<file path="src/hdl/voxel_brick_map_insert_unit_defines.svh">
// ----------------------------------------------------------------------------
// Voxel brick map insert unit assertion macros
// Shared assertion forms for the insert unit, clocked on clk and held off
// while arst_n is low.
// ----------------------------------------------------------------------------
`ifndef VOXEL_BRICK_MAP_INSERT_UNIT_DEFINES_SVH
`define VOXEL_BRICK_MAP_INSERT_UNIT_DEFINES_SVH

// The consequent must hold in the same cycle as the antecedent.
`define VBM_ASSERT_SAME(lbl, ante, cons, msg) \
	lbl: assert property (@(posedge clk) disable iff (!arst_n) (ante) |-> (cons)) \
		else $error(msg);

// The consequent must hold in the cycle after the antecedent.
`define VBM_ASSERT_NEXT(lbl, ante, cons, msg) \
	lbl: assert property (@(posedge clk) disable iff (!arst_n) (ante) |=> (cons)) \
		else $error(msg);

`endif

</file>
<file path="src/hdl/vbm_pkg.sv">
// ----------------------------------------------------------------------------
// Voxel brick map package
// Constants, codes and types shared by the front end, request queue and
// back end of the voxel brick map insert unit.
// ----------------------------------------------------------------------------
package vbm_pkg;

	localparam int GRID_CELLS_DFLT  = 4096;
	localparam int POOL_BRICKS_DFLT = 1024;

	localparam int BRICK_EDGE  = 8;
	localparam int BRICK_SHIFT = $clog2(BRICK_EDGE);
	localparam int COORD_BITS  = 10;
	localparam int GRID_REG_W  = 5;
	localparam int BCOORD_W    = COORD_BITS - BRICK_SHIFT;
	localparam int T_W         = BCOORD_W + GRID_REG_W;
	localparam int CELL_FULL_W = T_W + GRID_REG_W;
	localparam int FINE_W      = 3 * BRICK_SHIFT;
	localparam int BRICK_VOX   = BRICK_EDGE * BRICK_EDGE * BRICK_EDGE;
	localparam int COLOR_W     = 32;
	localparam int STATUS_W    = 2;
	localparam int SLOT_OUT_W  = 10;
	localparam int TALLY_W     = 32;
	localparam int CFG_IDX_W   = 2;
	localparam int QUEUE_DEPTH = 2;

	localparam logic [GRID_REG_W-1:0] GRID_RESET = GRID_REG_W'(16);

	localparam logic [CFG_IDX_W-1:0] REG_GRID_X = CFG_IDX_W'(0);
	localparam logic [CFG_IDX_W-1:0] REG_GRID_Y = CFG_IDX_W'(1);
	localparam logic [CFG_IDX_W-1:0] REG_GRID_Z = CFG_IDX_W'(2);

	localparam logic [STATUS_W-1:0] ST_STORED = STATUS_W'(0);
	localparam logic [STATUS_W-1:0] ST_BOUNDS = STATUS_W'(1);
	localparam logic [STATUS_W-1:0] ST_FULL   = STATUS_W'(2);

	typedef struct packed {
		logic                   oob;
		logic [CELL_FULL_W-1:0] grid_idx;
		logic [FINE_W-1:0]      fine;
		logic [COLOR_W-1:0]     color;
	} vbm_req_t;

	typedef enum logic [1:0] {
		BK_CLEAR,
		BK_READ,
		BK_RESOLVE
	} vbm_bk_state_t;

endpackage

</file>
<file path="src/hdl/vbm_queue.sv">
// ----------------------------------------------------------------------------
// Voxel brick map request queue
// A short first-in first-out queue of classified requests between the front
// end and the back end, so that either side can stall on its own.
// ----------------------------------------------------------------------------
module vbm_queue (
	input  logic              clk,
	input  logic              arst_n,
	input  logic              push,
	input  vbm_pkg::vbm_req_t din,
	input  logic              pop,
	output vbm_pkg::vbm_req_t dout,
	output logic              full,
	output logic              empty
);
	import vbm_pkg::*;

	localparam int PTR_W = (QUEUE_DEPTH > 1) ? $clog2(QUEUE_DEPTH) : 1;
	localparam int CNT_W = $clog2(QUEUE_DEPTH + 1);

	vbm_req_t         slots_q [QUEUE_DEPTH];
	logic [PTR_W-1:0] wr_ptr_q, rd_ptr_q;
	logic [CNT_W-1:0] count_q;

	assign full  = (count_q == CNT_W'(QUEUE_DEPTH));
	assign empty = (count_q == '0);
	assign dout  = slots_q[rd_ptr_q];

	always_ff @(posedge clk) begin
		if (push) begin
			slots_q[wr_ptr_q] <= din;
		end
	end

	always_ff @(posedge clk or negedge arst_n) begin
		if (!arst_n) begin
			wr_ptr_q <= '0;
			rd_ptr_q <= '0;
			count_q  <= '0;
		end else begin
			if (push) begin
				wr_ptr_q <= (wr_ptr_q == PTR_W'(QUEUE_DEPTH - 1)) ? '0 : wr_ptr_q + 1'b1;
			end
			if (pop) begin
				rd_ptr_q <= (rd_ptr_q == PTR_W'(QUEUE_DEPTH - 1)) ? '0 : rd_ptr_q + 1'b1;
			end
			if (push && !pop) begin
				count_q <= count_q + 1'b1;
			end else if (pop && !push) begin
				count_q <= count_q - 1'b1;
			end
		end
	end

endmodule

</file>
<file path="config.mk">
export PLATFORM = sky130hd
export DESIGN_NAME = vbm_queue
export DESIGN_NICKNAME = d
export VERILOG_FILES = /design/src/hdl/voxel_brick_map_insert_unit_defines.svh /design/src/hdl/vbm_pkg.sv /design/src/hdl/vbm_queue.sv
export SDC_FILE = /design/constraint.sdc
export NUM_CORES = 1
export LEC_CHECK = 0
export BUFFER_PORTS_ARGS = -buffer_cell sky130_fd_sc_hd__buf_2
export CORE_ASPECT_RATIO = 1.5
export CORE_MARGIN = 4
export CORE_UTILIZATION = 24
export DETAILED_ROUTE_END_ITERATION = 16
export GPL_TIMING_DRIVEN = 0
export SYNTH_ARGS = -nofsm -noshare
export SYNTH_HDL_FRONTEND = slang
export SYNTH_SLANG_ARGS = --single-unit
</file>
<file path="constraint.sdc">
create_clock -name clk -period 4.47 [get_ports clk]
set_clock_uncertainty 0.15 [all_clocks]
set_input_delay 0.894 -clock clk [delete_from_list [all_inputs] [get_ports clk]]
set_output_delay 0.894 -clock clk [all_outputs]
set_load 0.01 [all_outputs]
</file>
==> qor.txt <==
run status: completed
Layout Cell Area excl Fill: 6300 sq um
placed insts: 580
Non-Filler Instances: 612
number of synthesized flops with an enable pin: 118
Place WS: 1.81 ns
share of the synthesized area in the top cell type: 74.6%
Fmax achieved: 385 MHz
RSZ-0062 raised after global routing: false
final critical-path share of the clock period: 58.2%
max layer used: met4
Iter 0 DRT Violations: 87
metal3 WL: 614 um
Max Buffers Root-to-Sink: 2
Chip Width: 123 um
Max VDD drop: 0.525 mV
routed vias: 2297
worst path buffer plus inverter count: 3
vias in the first global route: 2599
fin nets: 407
initial antenna violation count: 0
area growth from synthesis to layout: 32.7%
Leakage: 2.52 nW
Global Route Usage Sum: 8.56%
worst r2r src: wr_ptr_q
first-pass GRT wire length: 13.8 mm
post-DP HPWL: 6.29 mm
Syn Nets: 264
Routed WL per cell: 14.8 um
slowest stage delay, CP: 0.33 ns
Setup Buffers After CTS: 0
CTS Hold Bufs: 0
Num CTS Buffers: 17
DR WL met2: 4.91 mm
IO Count: 124
Die Ht: 180 um
initial core utilization: 24.6%
Final Hold Vio Count: 0
WL met1: 3.33 mm
syn_area_per_cell: 23.7 sq um
clk slew on worst S/H paths: 0.05 ns
setup TNS: 0 ns
DRT Pass-1 Iters: 4
crit path cell chain: buf_6, buf_12, mux2_4, buf_2
Vias/cell: 3.75
register area share after synthesis: 76.8%
Critical-path top delay cell: dfrtp_1
FP Rows: 62
max cap viols: 0
CP max FO: 10
Placement Cell Area: 5710 sq um
Syn Inst Count: 200
Hold Crit Class: primary input to asynchronous set/reset pin
WS Path Type: register to output port
Inserted Diodes: 0
final WL: 9.04 mm
Area contributors post-synth: edfxtp_1 (75%), mux2_4 (19%), buf_12 (2.5%)
CTS sink cnt: 122
clk_lat worst skew: 0.40 ns
Post-CTS Resized: 0
Final Wtd Congestion: 0.618
Final Max Tran Viols: 0
CTS tree: done
Synth cell types: 12
Worst Setup SP: rd_ptr_q
cell family with most CP delay: buffers and inverters
slew of the pin with the lowest slew margin: 0.937 ns
Yosys reg bits: 122
PD cells: 671 nW/um^2
final setup fails: 0
Slew headroom: 37.4%
port bufs: 123
drt drc: 0
die footprint: 22100 sq um
most frequent cells after synthesis: edfxtp_1 (118), mux2_4 (59), buf_12 (6)
H-tree level count: 4
Ys Warns: 0
global route overflow: 0
final worst slack: 1.87 ns
core area: 19300 sq um
top-count cell post-synth: edfxtp_1
fillers: 1897
Worst EP arrival: 1.56 ns
CTS Root Cell: clkbuf_16
Worst setup SP type: register
synthesized area: 4750 sq um
register area: 3640 sq um
CP Capture Type: output port
Min Clock Period, post-route: 2.60 ns
footprint of the multi-input gates: 978 sq um
largest net degree at the start of global routing: 60
Main synth FF type: edfxtp_1
Yosys top cell by area: edfxtp_1
Req. time, crit path: 3.43 ns
antenna viol nets, final: 0
Async S/R FF share, synth: 3.28%
share of layout cells above drive strength 1: 61.5%
[final timing paths]
kind	end	cells after the start	slack, ns
min in group clk	count_q[1]	1	0.35
hold reg to reg	count_q[1]	1	0.35
setup / recovery	dout[18]	4	1.87
setup reg to reg	slots_q[0][42]	2	2.52
max in group asynchronous	rd_ptr_q	1	3.91
hold / removal	count_q[1]	1	0.14
[report_power, final]
part | leakage (nW) | total, W | switching, W | internal (W)
Clock | 0.276 | 0.00134 | 0.000473 | 0.000867
Sequential | 1.15 | 0.00159 | 0.0000637 | 0.00152
Combinational | 1.09 | 0.00130 | 0.000609 | 0.000692
Total | 2.52 | 0.00423 | 0.00115 | 0.00308
[metrics by stage]
| step | total power, W | hold WS [ns] | utilization, % |
|---|---|---|---|
| floorplan | 0.00252 | 0.305 | - |
| global placement | 0.00294 | 0.320 | 29.4 |
| detailed placement | 0.00296 | 0.337 | 29.6 |
| CTS | 0.00432 | 0.112 | 32.6 |
| global route | 0.00446 | 0.108 | 32.6 |
| finish | 0.00423 | 0.137 | 32.6 |
[cell usage in the layout, fill, tap and decap left out, drive strengths merged]
master    Yosys  layout
xnor2         1       1
clkinv        0       8
clkbuf        0      18
ha            1       1
xor2          4       4
inv           1       1
buf           7     131
nor2b         2       2
and2          1       1
mux2         59      59
bufinv        0       3
edfxtp      118     118
dfrtp         4       4
clkinvlp      0       3
nor2          2       2
[area by class of cell]
cell class / instances / share of cell area (%)
flip-flops and latches: 122 / 57.9
multi-input cells: 70 / 15.5
repair buffers: 124 / 10.1
clock buffers: 18 / 6.82
well taps: 256 / 5.09
clock inverters: 14 / 2.46
plain buffers: 7 / 2.09
inverters: 1 / 0.0596
[worst register-to-register path, cell delays in order (launching register included)]
cell     delay [ns]
dfrtp_1        0.42
nor2b_4        0.75
buf_12         0.29
[per-layer routing]
layer | track usage, % | up-vias
met5 | 0 | -
met4 | 3.95 | 0
met3 | 3.64 | 11
met2 | 14.7 | 72
met1 | 8.93 | 1137
li1 | - | 1077
[cells by family after synthesis]
kind of cell	count (synthesis)	synth area share, %
xor+xnor	5	0.922
fa+ha+maj	1	0.264
buf+inv	8	2.85
flops	122	76.8
mux	59	18.7
simple gates	5	0.554
[flip-flops by register name, indices dropped and copies added (netlist names)]
register	cells
count_q	2
rd_ptr_q	1
slots_q	118
wr_ptr_q	1
(Power assumes the default switching activity.)
