===== src/hdl/voxel_brick_map_insert_unit_defines.svh =====
// ----------------------------------------------------------------------------
// Voxel brick map insert unit assertion macros
// Shared assertion forms for the insert unit, clocked on clk and held off
// while arst_n is low.
// ----------------------------------------------------------------------------
`ifndef VOXEL_BRICK_MAP_INSERT_UNIT_DEFINES_SVH
`define VOXEL_BRICK_MAP_INSERT_UNIT_DEFINES_SVH

// The consequent must hold in the same cycle as the antecedent.
`define VBM_ASSERT_SAME(lbl, ante, cons, msg) \
	lbl: assert property (@(posedge clk) disable iff (!arst_n) (ante) |-> (cons)) \
		else $error(msg);

// The consequent must hold in the cycle after the antecedent.
`define VBM_ASSERT_NEXT(lbl, ante, cons, msg) \
	lbl: assert property (@(posedge clk) disable iff (!arst_n) (ante) |=> (cons)) \
		else $error(msg);

`endif


===== src/hdl/vbm_pkg.sv =====
// ----------------------------------------------------------------------------
// Voxel brick map package
// Constants, codes and types shared by the front end, request queue and
// back end of the voxel brick map insert unit.
// ----------------------------------------------------------------------------
package vbm_pkg;

	localparam int GRID_CELLS_DFLT  = 4096;
	localparam int POOL_BRICKS_DFLT = 1024;

	localparam int BRICK_EDGE  = 8;
	localparam int BRICK_SHIFT = $clog2(BRICK_EDGE);
	localparam int COORD_BITS  = 10;
	localparam int GRID_REG_W  = 5;
	localparam int BCOORD_W    = COORD_BITS - BRICK_SHIFT;
	localparam int T_W         = BCOORD_W + GRID_REG_W;
	localparam int CELL_FULL_W = T_W + GRID_REG_W;
	localparam int FINE_W      = 3 * BRICK_SHIFT;
	localparam int BRICK_VOX   = BRICK_EDGE * BRICK_EDGE * BRICK_EDGE;
	localparam int COLOR_W     = 32;
	localparam int STATUS_W    = 2;
	localparam int SLOT_OUT_W  = 10;
	localparam int TALLY_W     = 32;
	localparam int CFG_IDX_W   = 2;
	localparam int QUEUE_DEPTH = 2;

	localparam logic [GRID_REG_W-1:0] GRID_RESET = GRID_REG_W'(16);

	localparam logic [CFG_IDX_W-1:0] REG_GRID_X = CFG_IDX_W'(0);
	localparam logic [CFG_IDX_W-1:0] REG_GRID_Y = CFG_IDX_W'(1);
	localparam logic [CFG_IDX_W-1:0] REG_GRID_Z = CFG_IDX_W'(2);

	localparam logic [STATUS_W-1:0] ST_STORED = STATUS_W'(0);
	localparam logic [STATUS_W-1:0] ST_BOUNDS = STATUS_W'(1);
	localparam logic [STATUS_W-1:0] ST_FULL   = STATUS_W'(2);

	typedef struct packed {
		logic                   oob;
		logic [CELL_FULL_W-1:0] grid_idx;
		logic [FINE_W-1:0]      fine;
		logic [COLOR_W-1:0]     color;
	} vbm_req_t;

	typedef enum logic [1:0] {
		BK_CLEAR,
		BK_READ,
		BK_RESOLVE
	} vbm_bk_state_t;

endpackage


===== src/hdl/vbm_front.sv =====
// ----------------------------------------------------------------------------
// Voxel brick map front end
// Holds the grid size registers, accepts voxel write requests, splits the
// coordinates and works out the flattened brick cell and its bounds check.
// ----------------------------------------------------------------------------
module vbm_front #(
	parameter int GRID_CELLS = vbm_pkg::GRID_CELLS_DFLT
) (
	input  logic                             clk,
	input  logic                             arst_n,
	input  logic                             cfg_wr_en,
	input  logic [vbm_pkg::CFG_IDX_W-1:0]    cfg_index,
	input  logic [vbm_pkg::GRID_REG_W-1:0]   cfg_data,
	input  logic                             clearing,
	input  logic                             in_valid,
	output logic                             in_ready,
	input  logic [vbm_pkg::COORD_BITS-1:0]   voxel_x,
	input  logic [vbm_pkg::COORD_BITS-1:0]   voxel_y,
	input  logic [vbm_pkg::COORD_BITS-1:0]   voxel_z,
	input  logic [vbm_pkg::COLOR_W-1:0]      voxel_color,
	input  logic                             q_full,
	output logic                             q_push,
	output vbm_pkg::vbm_req_t                q_entry
);
	import vbm_pkg::*;

	logic [GRID_REG_W-1:0] gx_q, gy_q, gz_q;

	logic [BCOORD_W-1:0]    cx_in, cy_in, cz_in;
	logic                   ib_in;
	logic [T_W-1:0]         t_in;
	logic [FINE_W-1:0]      fine_in;

	logic                   v_s1;
	logic [BCOORD_W-1:0]    cx_s1;
	logic                   ib_s1;
	logic [T_W-1:0]         t_s1;
	logic [FINE_W-1:0]      fine_s1;
	logic [COLOR_W-1:0]     color_s1;
	logic [CELL_FULL_W-1:0] cell_s1;
	logic                   take;

	always_ff @(posedge clk or negedge arst_n) begin
		if (!arst_n) begin
			gx_q <= GRID_RESET;
			gy_q <= GRID_RESET;
			gz_q <= GRID_RESET;
		end else if (cfg_wr_en) begin
			unique case (cfg_index)
				REG_GRID_X: gx_q <= cfg_data;
				REG_GRID_Y: gy_q <= cfg_data;
				REG_GRID_Z: gz_q <= cfg_data;
				default: ;
			endcase
		end
	end

	assign cx_in   = voxel_x[COORD_BITS-1:BRICK_SHIFT];
	assign cy_in   = voxel_y[COORD_BITS-1:BRICK_SHIFT];
	assign cz_in   = voxel_z[COORD_BITS-1:BRICK_SHIFT];
	assign ib_in   = (cx_in < BCOORD_W'(gx_q)) && (cy_in < BCOORD_W'(gy_q)) &&
		(cz_in < BCOORD_W'(gz_q));
	assign t_in    = T_W'(cy_in) + T_W'(gy_q) * T_W'(cz_in);
	assign fine_in = {voxel_z[BRICK_SHIFT-1:0], voxel_y[BRICK_SHIFT-1:0],
		voxel_x[BRICK_SHIFT-1:0]};

	assign cell_s1  = CELL_FULL_W'(cx_s1) + CELL_FULL_W'(gx_q) * CELL_FULL_W'(t_s1);
	assign q_push   = v_s1 && !q_full;
	assign in_ready = !clearing && (!v_s1 || q_push);
	assign take     = in_valid && in_ready;

	always_comb begin
		q_entry.oob      = !ib_s1 || (cell_s1 >= CELL_FULL_W'(GRID_CELLS));
		q_entry.grid_idx = cell_s1;
		q_entry.fine     = fine_s1;
		q_entry.color    = color_s1;
	end

	always_ff @(posedge clk or negedge arst_n) begin
		if (!arst_n) begin
			v_s1 <= 1'b0;
		end else if (take) begin
			v_s1 <= 1'b1;
		end else if (q_push) begin
			v_s1 <= 1'b0;
		end
	end

	always_ff @(posedge clk) begin
		if (take) begin
			cx_s1    <= cx_in;
			ib_s1    <= ib_in;
			t_s1     <= t_in;
			fine_s1  <= fine_in;
			color_s1 <= voxel_color;
		end
	end

endmodule


===== config.mk =====
export PLATFORM = sky130hd
export DESIGN_NAME = vbm_front
export DESIGN_NICKNAME = d
export VERILOG_FILES = /design/src/hdl/voxel_brick_map_insert_unit_defines.svh /design/src/hdl/vbm_pkg.sv /design/src/hdl/vbm_front.sv
export SDC_FILE = /design/constraint.sdc
export NUM_CORES = 1
export LEC_CHECK = 0
export BUFFER_PORTS_ARGS = -buffer_cell sky130_fd_sc_hd__buf_2
export CAP_MARGIN = 25
export CORE_UTILIZATION = 40
export CTS_BUF_LIST = sky130_fd_sc_hd__clkbuf_8
export DETAILED_ROUTE_END_ITERATION = 12
export PLACE_DENSITY = 0.7
export SYNTH_ARGS = -nofsm -noshare
export SYNTH_HDL_FRONTEND = slang
export SYNTH_SLANG_ARGS = --single-unit

===== constraint.sdc =====
create_clock -name clk -period 6.1 [get_ports clk]
set_clock_uncertainty 0.1 [all_clocks]
set_input_delay 1.22 -clock clk [delete_from_list [all_inputs] [get_ports clk]]
set_output_delay 1.22 -clock clk [all_outputs]
set_load 0.005 [all_outputs]

==> summary.txt, run 1 <==
Status
  – Status: finished, violations left
  – Failing checks: design-rule violations

Placed design
  – GPL Wtd Cong: 0.822
  – Place WS: 428 ps
  – HPWL Detailed: 10600 um
  – IO buf count: 135
  – Placed Area: 6980 um^2

Global routing
  – Initial antenna violation count: 0
  – Largest net degree at the start of global routing: 63
  – Gr usage total: 0.167
  – Vias in the first global route: 4315
  – First-pass GRT wire length: 21200 um
  – GR Overflow Total: 0

Worst setup path
  – WP data required: 4780 ps
  – CP Class: flop to primary output
  – Critical path arrival: 4590 ps
  – CP max FO: 6
  – CP Capture Type: primary output
  – Startpoint Class: flop

Clock network
  – Hold Buf Count CTS: 0
  – H-tree depth: 3
  – Cts bufs inserted: 9
  – CTS tree: done
  – Clock Sinks: 77
  – Clk_lat worst skew: 360 ps
  – Deepest clock path buffer count: 2
  – Worst-path clk slew: 70 ps
  – Clock root buffer: clkbuf_8

Synth
  – Mapped Cells: 545
  – Post-synth EDFFs: 61
  – Synth Flop Type: edfxtp_1
  – Post-synthesis cell area: 6090 um^2
  – Sequential-to-total area share from yosys stat: 0.367
  – FFs w/ async S/R, synth: 0.208
  – Syn. warnings: 0
  – Unique cell type count in the Yosys netlist: 41
  – Number of synthesized register bits: 77
  – Syn Nets: 741
  – Avg Cell Area, Syn: 11.2 um^2

Drt
  – Routed vias: 4262
  – DRT iter0 DRCs: 181
  – DR pass1 iterations: 10
  – Average wire per standard cell: 14.6 um
  – DRC violations left: 2
  – Average vias per placed instance: 4.84
  – Post-DRT Antenna Nets: 0
  – Drt total wl: 12800 um

Hold path
  – Hold crit path type: flop to flop

Floorplanning
  – DIE AREA: 15700 um^2
  – Area of the core: 14700 um^2
  – IO Pins: 136
  – Die H: 125 um
  – Initial core utilization: 0.414
  – Row Count: 44
  – Die width: 125 um

STA
  – Final Cycle Share: 0.969
  – Final Max Tran Viols: 0
  – Fin crit period: 5910 ps
  – Final hold violations: 0
  – Rel. slew slack: 0.329
  – # setup viols final: 0
  – Setup WS post-layout: 190 ps
  – Final hold slack: 415 ps
  – Slew @ Worst Pin: 1000 ps
  – Fmax: 169 MHz

Power and ir drop
  – PwrDens: 523 nW/um^2
  – Maximum vdd drop: 425 uV
  – LEAKAGE: 3.50 nW
  – Overall power: 3.81 mW

Finish
  – Final core occ: 0.497
  – Fin nets: 887
  – Commonest non-fill, non-tap cell in the layout: buf_2
  – # diodes: 0
  – Final instance area: 7300 um^2
  – Area grow syn2layout: 19.8%
  – Layout cells sized above 1: 0.274
  – Commonest cells after routing, fill and taps aside: 135 x buf_2, 92 x inv_1, 64 x and2_1

Run
  – Max Cap Viol: 0
==> metal layers <==
layer	share of wire	global-route usage	vias up	wire [um]
li1	-	-	2074	-
met1	0.47	0.234	2083	6050
met2	0.48	0.273	92	6180
met3	0.038	0.0252	13	486
met4	0.0098	0.0438	0	126
met5	0	0	-	0
==> repair_timing <==
| action | in CTS | in global routing |
|---|---|---|
| resized for setup | 0 | 14 |
| endpoints found under the setup margin | 0 | 1 |
| buffers inserted | 0 | 7 |
==> state kept, by name (all words and copies together) (netlist names) <==
register  count
color_s1     32
cx_s1         7
fine_s1       9
gx_q          5
gy_q          5
gz_q          5
ib_s1         1
t_s1         12
v_s1          1
==> kinds of logic after synthesis <==
| group | after synthesis | share of synthesized area |
|---|---|---|
| compound gates | 58 | 0.0610 |
| xor+xnor | 20 | 0.0288 |
| fa+ha+maj | 121 | 0.321 |
| buf+inv | 99 | 0.0610 |
| flops | 77 | 0.367 |
| mux | 11 | 0.0203 |
| simple gates | 159 | 0.141 |
==> final cells by class <==
class | count | area (um^2)
clock inverters | 7 | 97.6
clock buffers | 9 | 124
repair buffers | 143 | 733
fillers | 1303 | 7400
inverters | 91 | 342
flip-flops and latches | 77 | 2240
multi-input cells | 369 | 3530
well taps | 184 | 230
==> critical path, stage by stage (launching register included) <==
cell and delay, ps:
dfstp_2 580, clkbuf_2 150, and2_1 140, fa_1 440, fa_1 540, inv_1 50, fa_1 520, inv_1 60
ha_4 290, nand3_2 120, o2111ai_4 290, a31oi_2 140, xnor2_1 170, nor3b_2 170, or4b_1 430, buf_2 140
==> cell usage after synthesis, types with 4 or more instances <==
library cell   n  area, um^2
a21o_1         8        60.1
a21oi_1       21         105
and2_1        65         407
clkbuf_1       8        30.0
dfrtp_1       13         325
edfxtp_1      61        1830
fa_1          59        1180
ha_1          62         776
inv_1         91         342
mux2_2        11         124
nand2_1       49         184
nor2_1        16        60.1
nor2b_1        6        37.5
nor4_1         4        25.0
o211ai_1       4        30.0
o21ai_0       13        65.1
xnor2_1       15         131
xor2_1         5        43.8
==> report_power, final <==
part / leakage [nW] / switching, mW / internal (mW)
Combinational: 2.64 / 1.43 / 1.22
Clock: 0.112 / 0.196 / 0.233
Sequential: 0.752 / 0.0692 / 0.671
Total: 3.50 / 1.69 / 2.12
==> metrics by stage <==
step	instances	setup TNS, ps
final	880	0
after CTS	873	0
after floorplan	545	0
after global routing	880	-14.0
after global placement	857	0
after detailed placement	857	0
==> worst paths after layout <==
path / depth (start not counted) / slack [ps] / start / end
max: 15 / 190 / gx_q[4] / q_entry[58]
min: 1 / 420 / gz_q[2] / gz_q[2]
max reg2reg: 12 / 1980 / gy_q[4] / t_s1[10]
min reg2reg: 1 / 420 / gz_q[2] / gz_q[2]
max in group asynchronous: 1 / 4900 / arst_n / gx_q[4]
min in group asynchronous: 1 / 670 / arst_n / gy_q[0]
Note: power is estimated with default switching activity, not from simulation.
==> run 2: changes to the inputs <==
MAX_ROUTING_LAYER = met4   (was default)
==> summary.txt, run 2 (synthesized netlist as in run 1, its figures left out) <==
Floorplanning
  – Initial core utilization: 0.414
  – Die H: 125 um
  – Die width: 125 um
  – DIE AREA: 15700 um^2
  – Row Count: 44
  – IO Pins: 136
  – Area of the core: 14700 um^2

Clock network
  – Clk_lat worst skew: 350 ps
  – CTS tree: done
  – H-tree depth: 3
  – Cts bufs inserted: 9
  – Clock root buffer: clkbuf_8
  – Hold Buf Count CTS: 0
  – Deepest clock path buffer count: 2
  – Worst-path clk slew: 80 ps
  – Clock Sinks: 77

Global routing
  – Gr usage total: 0.175
  – GR Overflow Total: 0
  – Initial antenna violation count: 0
  – Largest net degree at the start of global routing: 63
  – Vias in the first global route: 4393
  – First-pass GRT wire length: 21200 um

STA
  – Fin crit period: 5870 ps
  – Final Cycle Share: 0.962
  – Rel. slew slack: 0.349
  – Setup WS post-layout: 231 ps
  – Slew @ Worst Pin: 975 ps
  – Setup TNS: 0 ps
  – Final Max Tran Viols: 0
  – # setup viols final: 0
  – Final hold violations: 0
  – Fmax: 170 MHz

Finish
  – Fillers: 1311
  – # diodes: 0
  – Final instance area: 7240 um^2
  – Commonest non-fill, non-tap cell in the layout: buf_2
  – Fin nets: 885
  – Max reg flops: 32
  – Final core occ: 0.492
  – Most flop-heavy register: color_s1
  – Footprint of the multi-input gates: 3530 um^2
  – Layout cells sized above 1: 0.274
  – Largest registers: color_s1 (32), t_s1 (12), fine_s1 (9)
  – Commonest cells after routing, fill and taps aside: 135 x buf_2, 92 x inv_1, 64 x and2_1
  – Area grow syn2layout: 18.8%
  – FF+latch area: 2240 um^2

Drt
  – DRC violations left: 1
  – DR pass1 iterations: 10
  – Average wire per standard cell: 14.5 um
  – DRT iter0 DRCs: 160
  – Routed vias: 4212
  – Post-DRT Antenna Nets: 0
  – Drt total wl: 12700 um
  – Average vias per placed instance: 4.80

Power and ir drop
  – Maximum vdd drop: 315 uV
  – LEAKAGE: 3.46 nW
  – PwrDens: 514 nW/um^2

Placed design
  – GPL Wtd Cong: 0.858
  – Place WS: 503 ps
  – HPWL Detailed: 10600 um
  – Placed Area: 6980 um^2
  – IO buf count: 135

Worst setup path
  – CP Capture Type: primary output
  – CP max FO: 6
  – CP endpoint: q_entry[58]
  – Worst reg2reg startpoint: gy_q[4]
  – Critical path arrival: 4550 ps
  – Critical Path Start: gx_q[4]
  – WP data required: 4780 ps
  – Startpoint Class: flop
  – CP Class: flop to primary output
  – Worst r2r path cells: 12
  – R2R Path End: t_s1[10]
  – Reg2reg setup slack: 1980 ps

Hold path
  – Hold crit path type: flop to flop

Status
  – Failing checks: design-rule violations
  – Status: finished, violations left

Run
  – Max Cap Viol: 0
[run 2: changes by cell type in the layout (fill, tap and decap cells not counted), sizes merged]
cell / before / now
clkinvlp: 1 / 4
clkinv: 1 / 0
buf: 142 / 140
bufinv: 2 / 0
[run 2: area by class of cell]
| cell class | instances | area share |
|---|---|---|
| Clock inverter | 7 | 0.00709 |
| Inverter | 91 | 0.0472 |
| Tap cell | 184 | 0.0318 |
| Multi-Input combinational cell | 369 | 0.488 |
| Sequential cell | 77 | 0.310 |
| Timing Repair Buffer | 141 | 0.0993 |
| Clock buffer | 9 | 0.0171 |
[run 2: what timing repair did]
action                     in CTS  in global routing
setup endpoints to repair       0                  1
resized for setup               0                 15
buffers inserted                0                  5
[run 2: worst min path at each step]
stage	from	end	slack (ps)	depth (start not counted)
2_1_floorplan	v_s1	v_s1	360	1
3_3_place_gp	gz_q[1]	gz_q[1]	390	1
3_5_place_dp	gz_q[3]	gz_q[3]	400	1
4_1_cts	gz_q[3]	gz_q[3]	420	1
5_1_grt	gz_q[3]	gz_q[3]	440	1
6_report	gz_q[3]	gz_q[3]	420	1
[run 2: report_power, final]
group / total (mW) / internal [mW] / leakage (nW) / switching [mW]
Clock: 0.344 / 0.149 / 0.0797 / 0.195
Sequential: 0.738 / 0.671 / 0.752 / 0.0671
Combinational: 2.64 / 1.22 / 2.63 / 1.42
Total: 3.72 / 2.04 / 3.46 / 1.68
[run 2: worst max-delay path, stage by stage (launching register included)]
cell,delay [ps]
dfstp_2,580
clkbuf_2,160
and2_1,160
fa_1,430
fa_1,560
inv_1,60
fa_1,530
inv_1,40
ha_2,330
a21oi_2,200
nand2_1,90
a41oi_2,180
or4b_1,140
nand3_1,80
or4b_1,510
buf_2,140
[run 2: through the flow]
| stage | hold slack [ps] | power, mW | std cells |
|---|---|---|---|
| after floorplan | 364 | 2.59 | 545 |
| after global placement | 394 | 3.21 | 857 |
| after detailed placement | 404 | 3.27 | 857 |
| after CTS | 423 | 3.64 | 873 |
| after global routing | 443 | 4.13 | 878 |
| final | 419 | 3.72 | 878 |
[run 2: routing by layer]
metal / wire length [um] / vias up / track usage
met3: 442 / 18 / 0.0244
met2: 6150 / 84 / 0.279
met1: 5960 / 2033 / 0.233
met5: 0 / - / -
li1: - / 2077 / -
met4: 179 / 0 / 0.0466
==> run 3: changes to the inputs <==
ABC_AREA = 1   (was default)
==> summary.txt, run 3 <==
STA
  – Slew @ Worst Pin: 806 ps
  – Fmax: 182 MHz
  – Final Cycle Share: 0.900
  – Setup TNS: 0 ps
  – Rel. slew slack: 0.461
  – # setup viols final: 0
  – Final Max Tran Viols: 0
  – Final hold violations: 0
  – Fin crit period: 5490 ps
  – RSZ-0062 raised after global routing: no

Synth
  – Post-synth top area cell: edfxtp_1
  – Syn Nets: 916
  – Synth Flop Type: edfxtp_1
  – Avg Cell Area, Syn: 8.86 um^2
  – Syn. warnings: 0
  – Ranking of synthesized cells by area: edfxtp_1 29%, fa_1 19%, ha_1 12%
  – Post-Synth Adder-Cell Area: 0.307
  – Largest family of logic cells by synthesized area: adder cells
  – XOR/XNOR Fraction of Synth Area: 0.0220
  – Post-Synth Simple-Gate Area: 0.161
  – Yosys top cell area share: 0.287
  – Mux contribution to synthesized area: 0
  – Post-synthesis cell area: 6380 um^2
  – Sequential-to-total area share from yosys stat: 0.350
  – Unique cell type count in the Yosys netlist: 26
  – Compound-cell area share of the yosys netlist: 0.0341
  – Post-synth EDFFs: 61
  – FFs w/ async S/R, synth: 0.208
  – Number of synthesized register bits: 77
  – Mapped Cells: 720
  – Count leader, synth: inv_1
  – Top cells by count, synth: 202 x inv_1, 187 x nand2_1, 62 x ha_1

Floorplanning
  – IO Pins: 136
  – Initial core utilization: 0.415
  – Area of the core: 15400 um^2
  – Die width: 128 um
  – Row Count: 45
  – DIE AREA: 16500 um^2
  – Die H: 128 um

Placed design
  – Placed Area: 7300 um^2
  – GPL Wtd Cong: 0.856
  – HPWL Detailed: 11200 um
  – IO buf count: 135

Worst setup path
  – Startpoint Class: flop
  – CP Capture Type: primary output
  – CP max FO: 14
  – Critical path arrival: 4170 ps
  – CP Class: flop to primary output
  – WP data required: 4780 ps

Power and ir drop
  – PwrDens: 387 nW/um^2
  – LEAKAGE: 4.27 nW
  – Maximum vdd drop: 322 uV

Finish
  – Fillers: 1515
  – Commonest non-fill, non-tap cell in the layout: inv_1
  – Commonest cells after routing, fill and taps aside: 204 x inv_1, 187 x nand2_1, 135 x buf_2
  – Area grow syn2layout: 17.0%
  – Fin nets: 1053
  – Layout cells sized above 1: 0.188
  – Most flop-heavy register: color_s1
  – Final instance area: 7470 um^2
  – # diodes: 0
  – FF+latch area: 2240 um^2
  – Max reg flops: 32
  – Largest registers: color_s1 (32), t_s1 (12), fine_s1 (9)
  – Footprint of the multi-input gates: 3360 um^2

Clock network
  – Post-cts resize count: 0
  – Clk_lat worst skew: 340 ps
  – Deepest clock path buffer count: 2
  – Clock root buffer: clkbuf_8
  – Hold Buf Count CTS: 0
  – # Post-CTS Setup Buffers: 0
  – Cts bufs inserted: 9
  – Worst-path clk slew: 70 ps
  – Clock Sinks: 77
  – CTS tree: done
  – H-tree depth: 3

Drt
  – Average vias per placed instance: 4.57
  – Drt total wl: 13400 um
  – Max Used Layer: met4
  – Post-DRT Antenna Nets: 0
  – DR pass1 iterations: 5
  – Wire length on met3: 441 um
  – WL met1: 6160 um
  – Average wire per standard cell: 12.5 um
  – WL met2: 6640 um
  – Routed vias: 4906
  – DRT iter0 DRCs: 187
  – DRC violations left: 0

Status
  – Status: finished, final reports clean

Global routing
  – Largest net degree at the start of global routing: 47
  – GR Overflow Total: 0
  – Gr usage total: 0.182
  – Vias in the first global route: 4883
  – First-pass GRT wire length: 22800 um
  – Initial antenna violation count: 0

Run
  – Max Cap Viol: 0

Hold path
  – Hold crit path type: flop to flop
[run 3: cell count changes after synthesis, moves of 7 or more]
| cell | delta |
|---|---|
| nand2_1 | +138 |
| xnor2_1 | -11 |
| inv_1 | +111 |
| nand3_1 | +22 |
| xor2_1 | +7 |
| mux2_2 | -11 |
| nand4_1 | +8 |
| and2_1 | -64 |
| a21o_1 | -8 |
[run 3: stage by stage]
stage	setup slack (ps)	utilization	std cells	hold WS (ps)	power [mW]
after detailed placement	961	0.475	1057	386	2.57
after floorplan	1160	-	720	353	2.06
final	611	0.486	1073	398	2.89
after CTS	586	0.486	1073	401	2.91
after global placement	1010	0.475	1057	369	2.53
after global routing	287	0.486	1073	432	3.26
[run 3: path summary, 6_finish.rpt]
| check | to | from | cells past startpoint | slack, ps |
|---|---|---|---|---|
| hold reg to reg | gz_q[4] | gz_q[4] | 2 | 400 |
| setup reg to reg | t_s1[9] | gy_q[4] | 12 | 2300 |
| hold / removal | gz_q[4] | gz_q[4] | 2 | 400 |
| min in group asynchronous | v_s1 | arst_n | 1 | 670 |
| setup / recovery | q_entry[58] | gx_q[2] | 18 | 610 |
| max in group asynchronous | gx_q[4] | arst_n | 1 | 4910 |
[run 3: layer usage]
metal | GRT usage | vias to the layer above
li1 | - | 2445
met1 | 0.231 | 2344
met2 | 0.313 | 105
met3 | 0.0234 | 12
met4 | 0.0346 | 0
met5 | - | -
[run 3: worst max-delay path: stages (launching register included)]
cell	delay, ps
dfrtp_1	650
nand2_1	90
inv_1	90
fa_1	440
fa_1	550
inv_1	50
fa_1	540
inv_1	50
ha_1	350
nand2_1	120
nor2_1	180
nand2_1	70
nand3_1	120
nand2_1	110
nand3_2	90
nand3_1	80
nor2_1	90
nand2_1	50
buf_2	120
[run 3: area by class of cell]
| cell class | instances | share of cell area |
|---|---|---|
| clock buffers | 9 | 0.0166 |
| well taps | 211 | 0.0354 |
| flip-flops and latches | 77 | 0.299 |
| multi-input cells | 430 | 0.449 |
| inverters | 203 | 0.102 |
| clock inverters | 7 | 0.00553 |
| repair buffers | 136 | 0.0915 |
[run 3: power breakdown]
part	switching (mW)	total, mW	leakage, nW	internal, mW
Sequential	0.0710	0.719	0.762	0.648
Clock	0.183	0.328	0.0900	0.146
Combinational	1.08	1.84	3.42	0.762
[run 3: cells by family (layout without fill, tap and decap cells)]
group / Yosys count / in the layout
adder cells (fa/ha/maj): 121 / 121
XOR/XNOR: 16 / 16
buffers and inverters: 213 / 355
flip-flops: 77 / 77
AO/OA/AOI/OAI: 42 / 42
AND/OR/NAND/NOR: 251 / 251
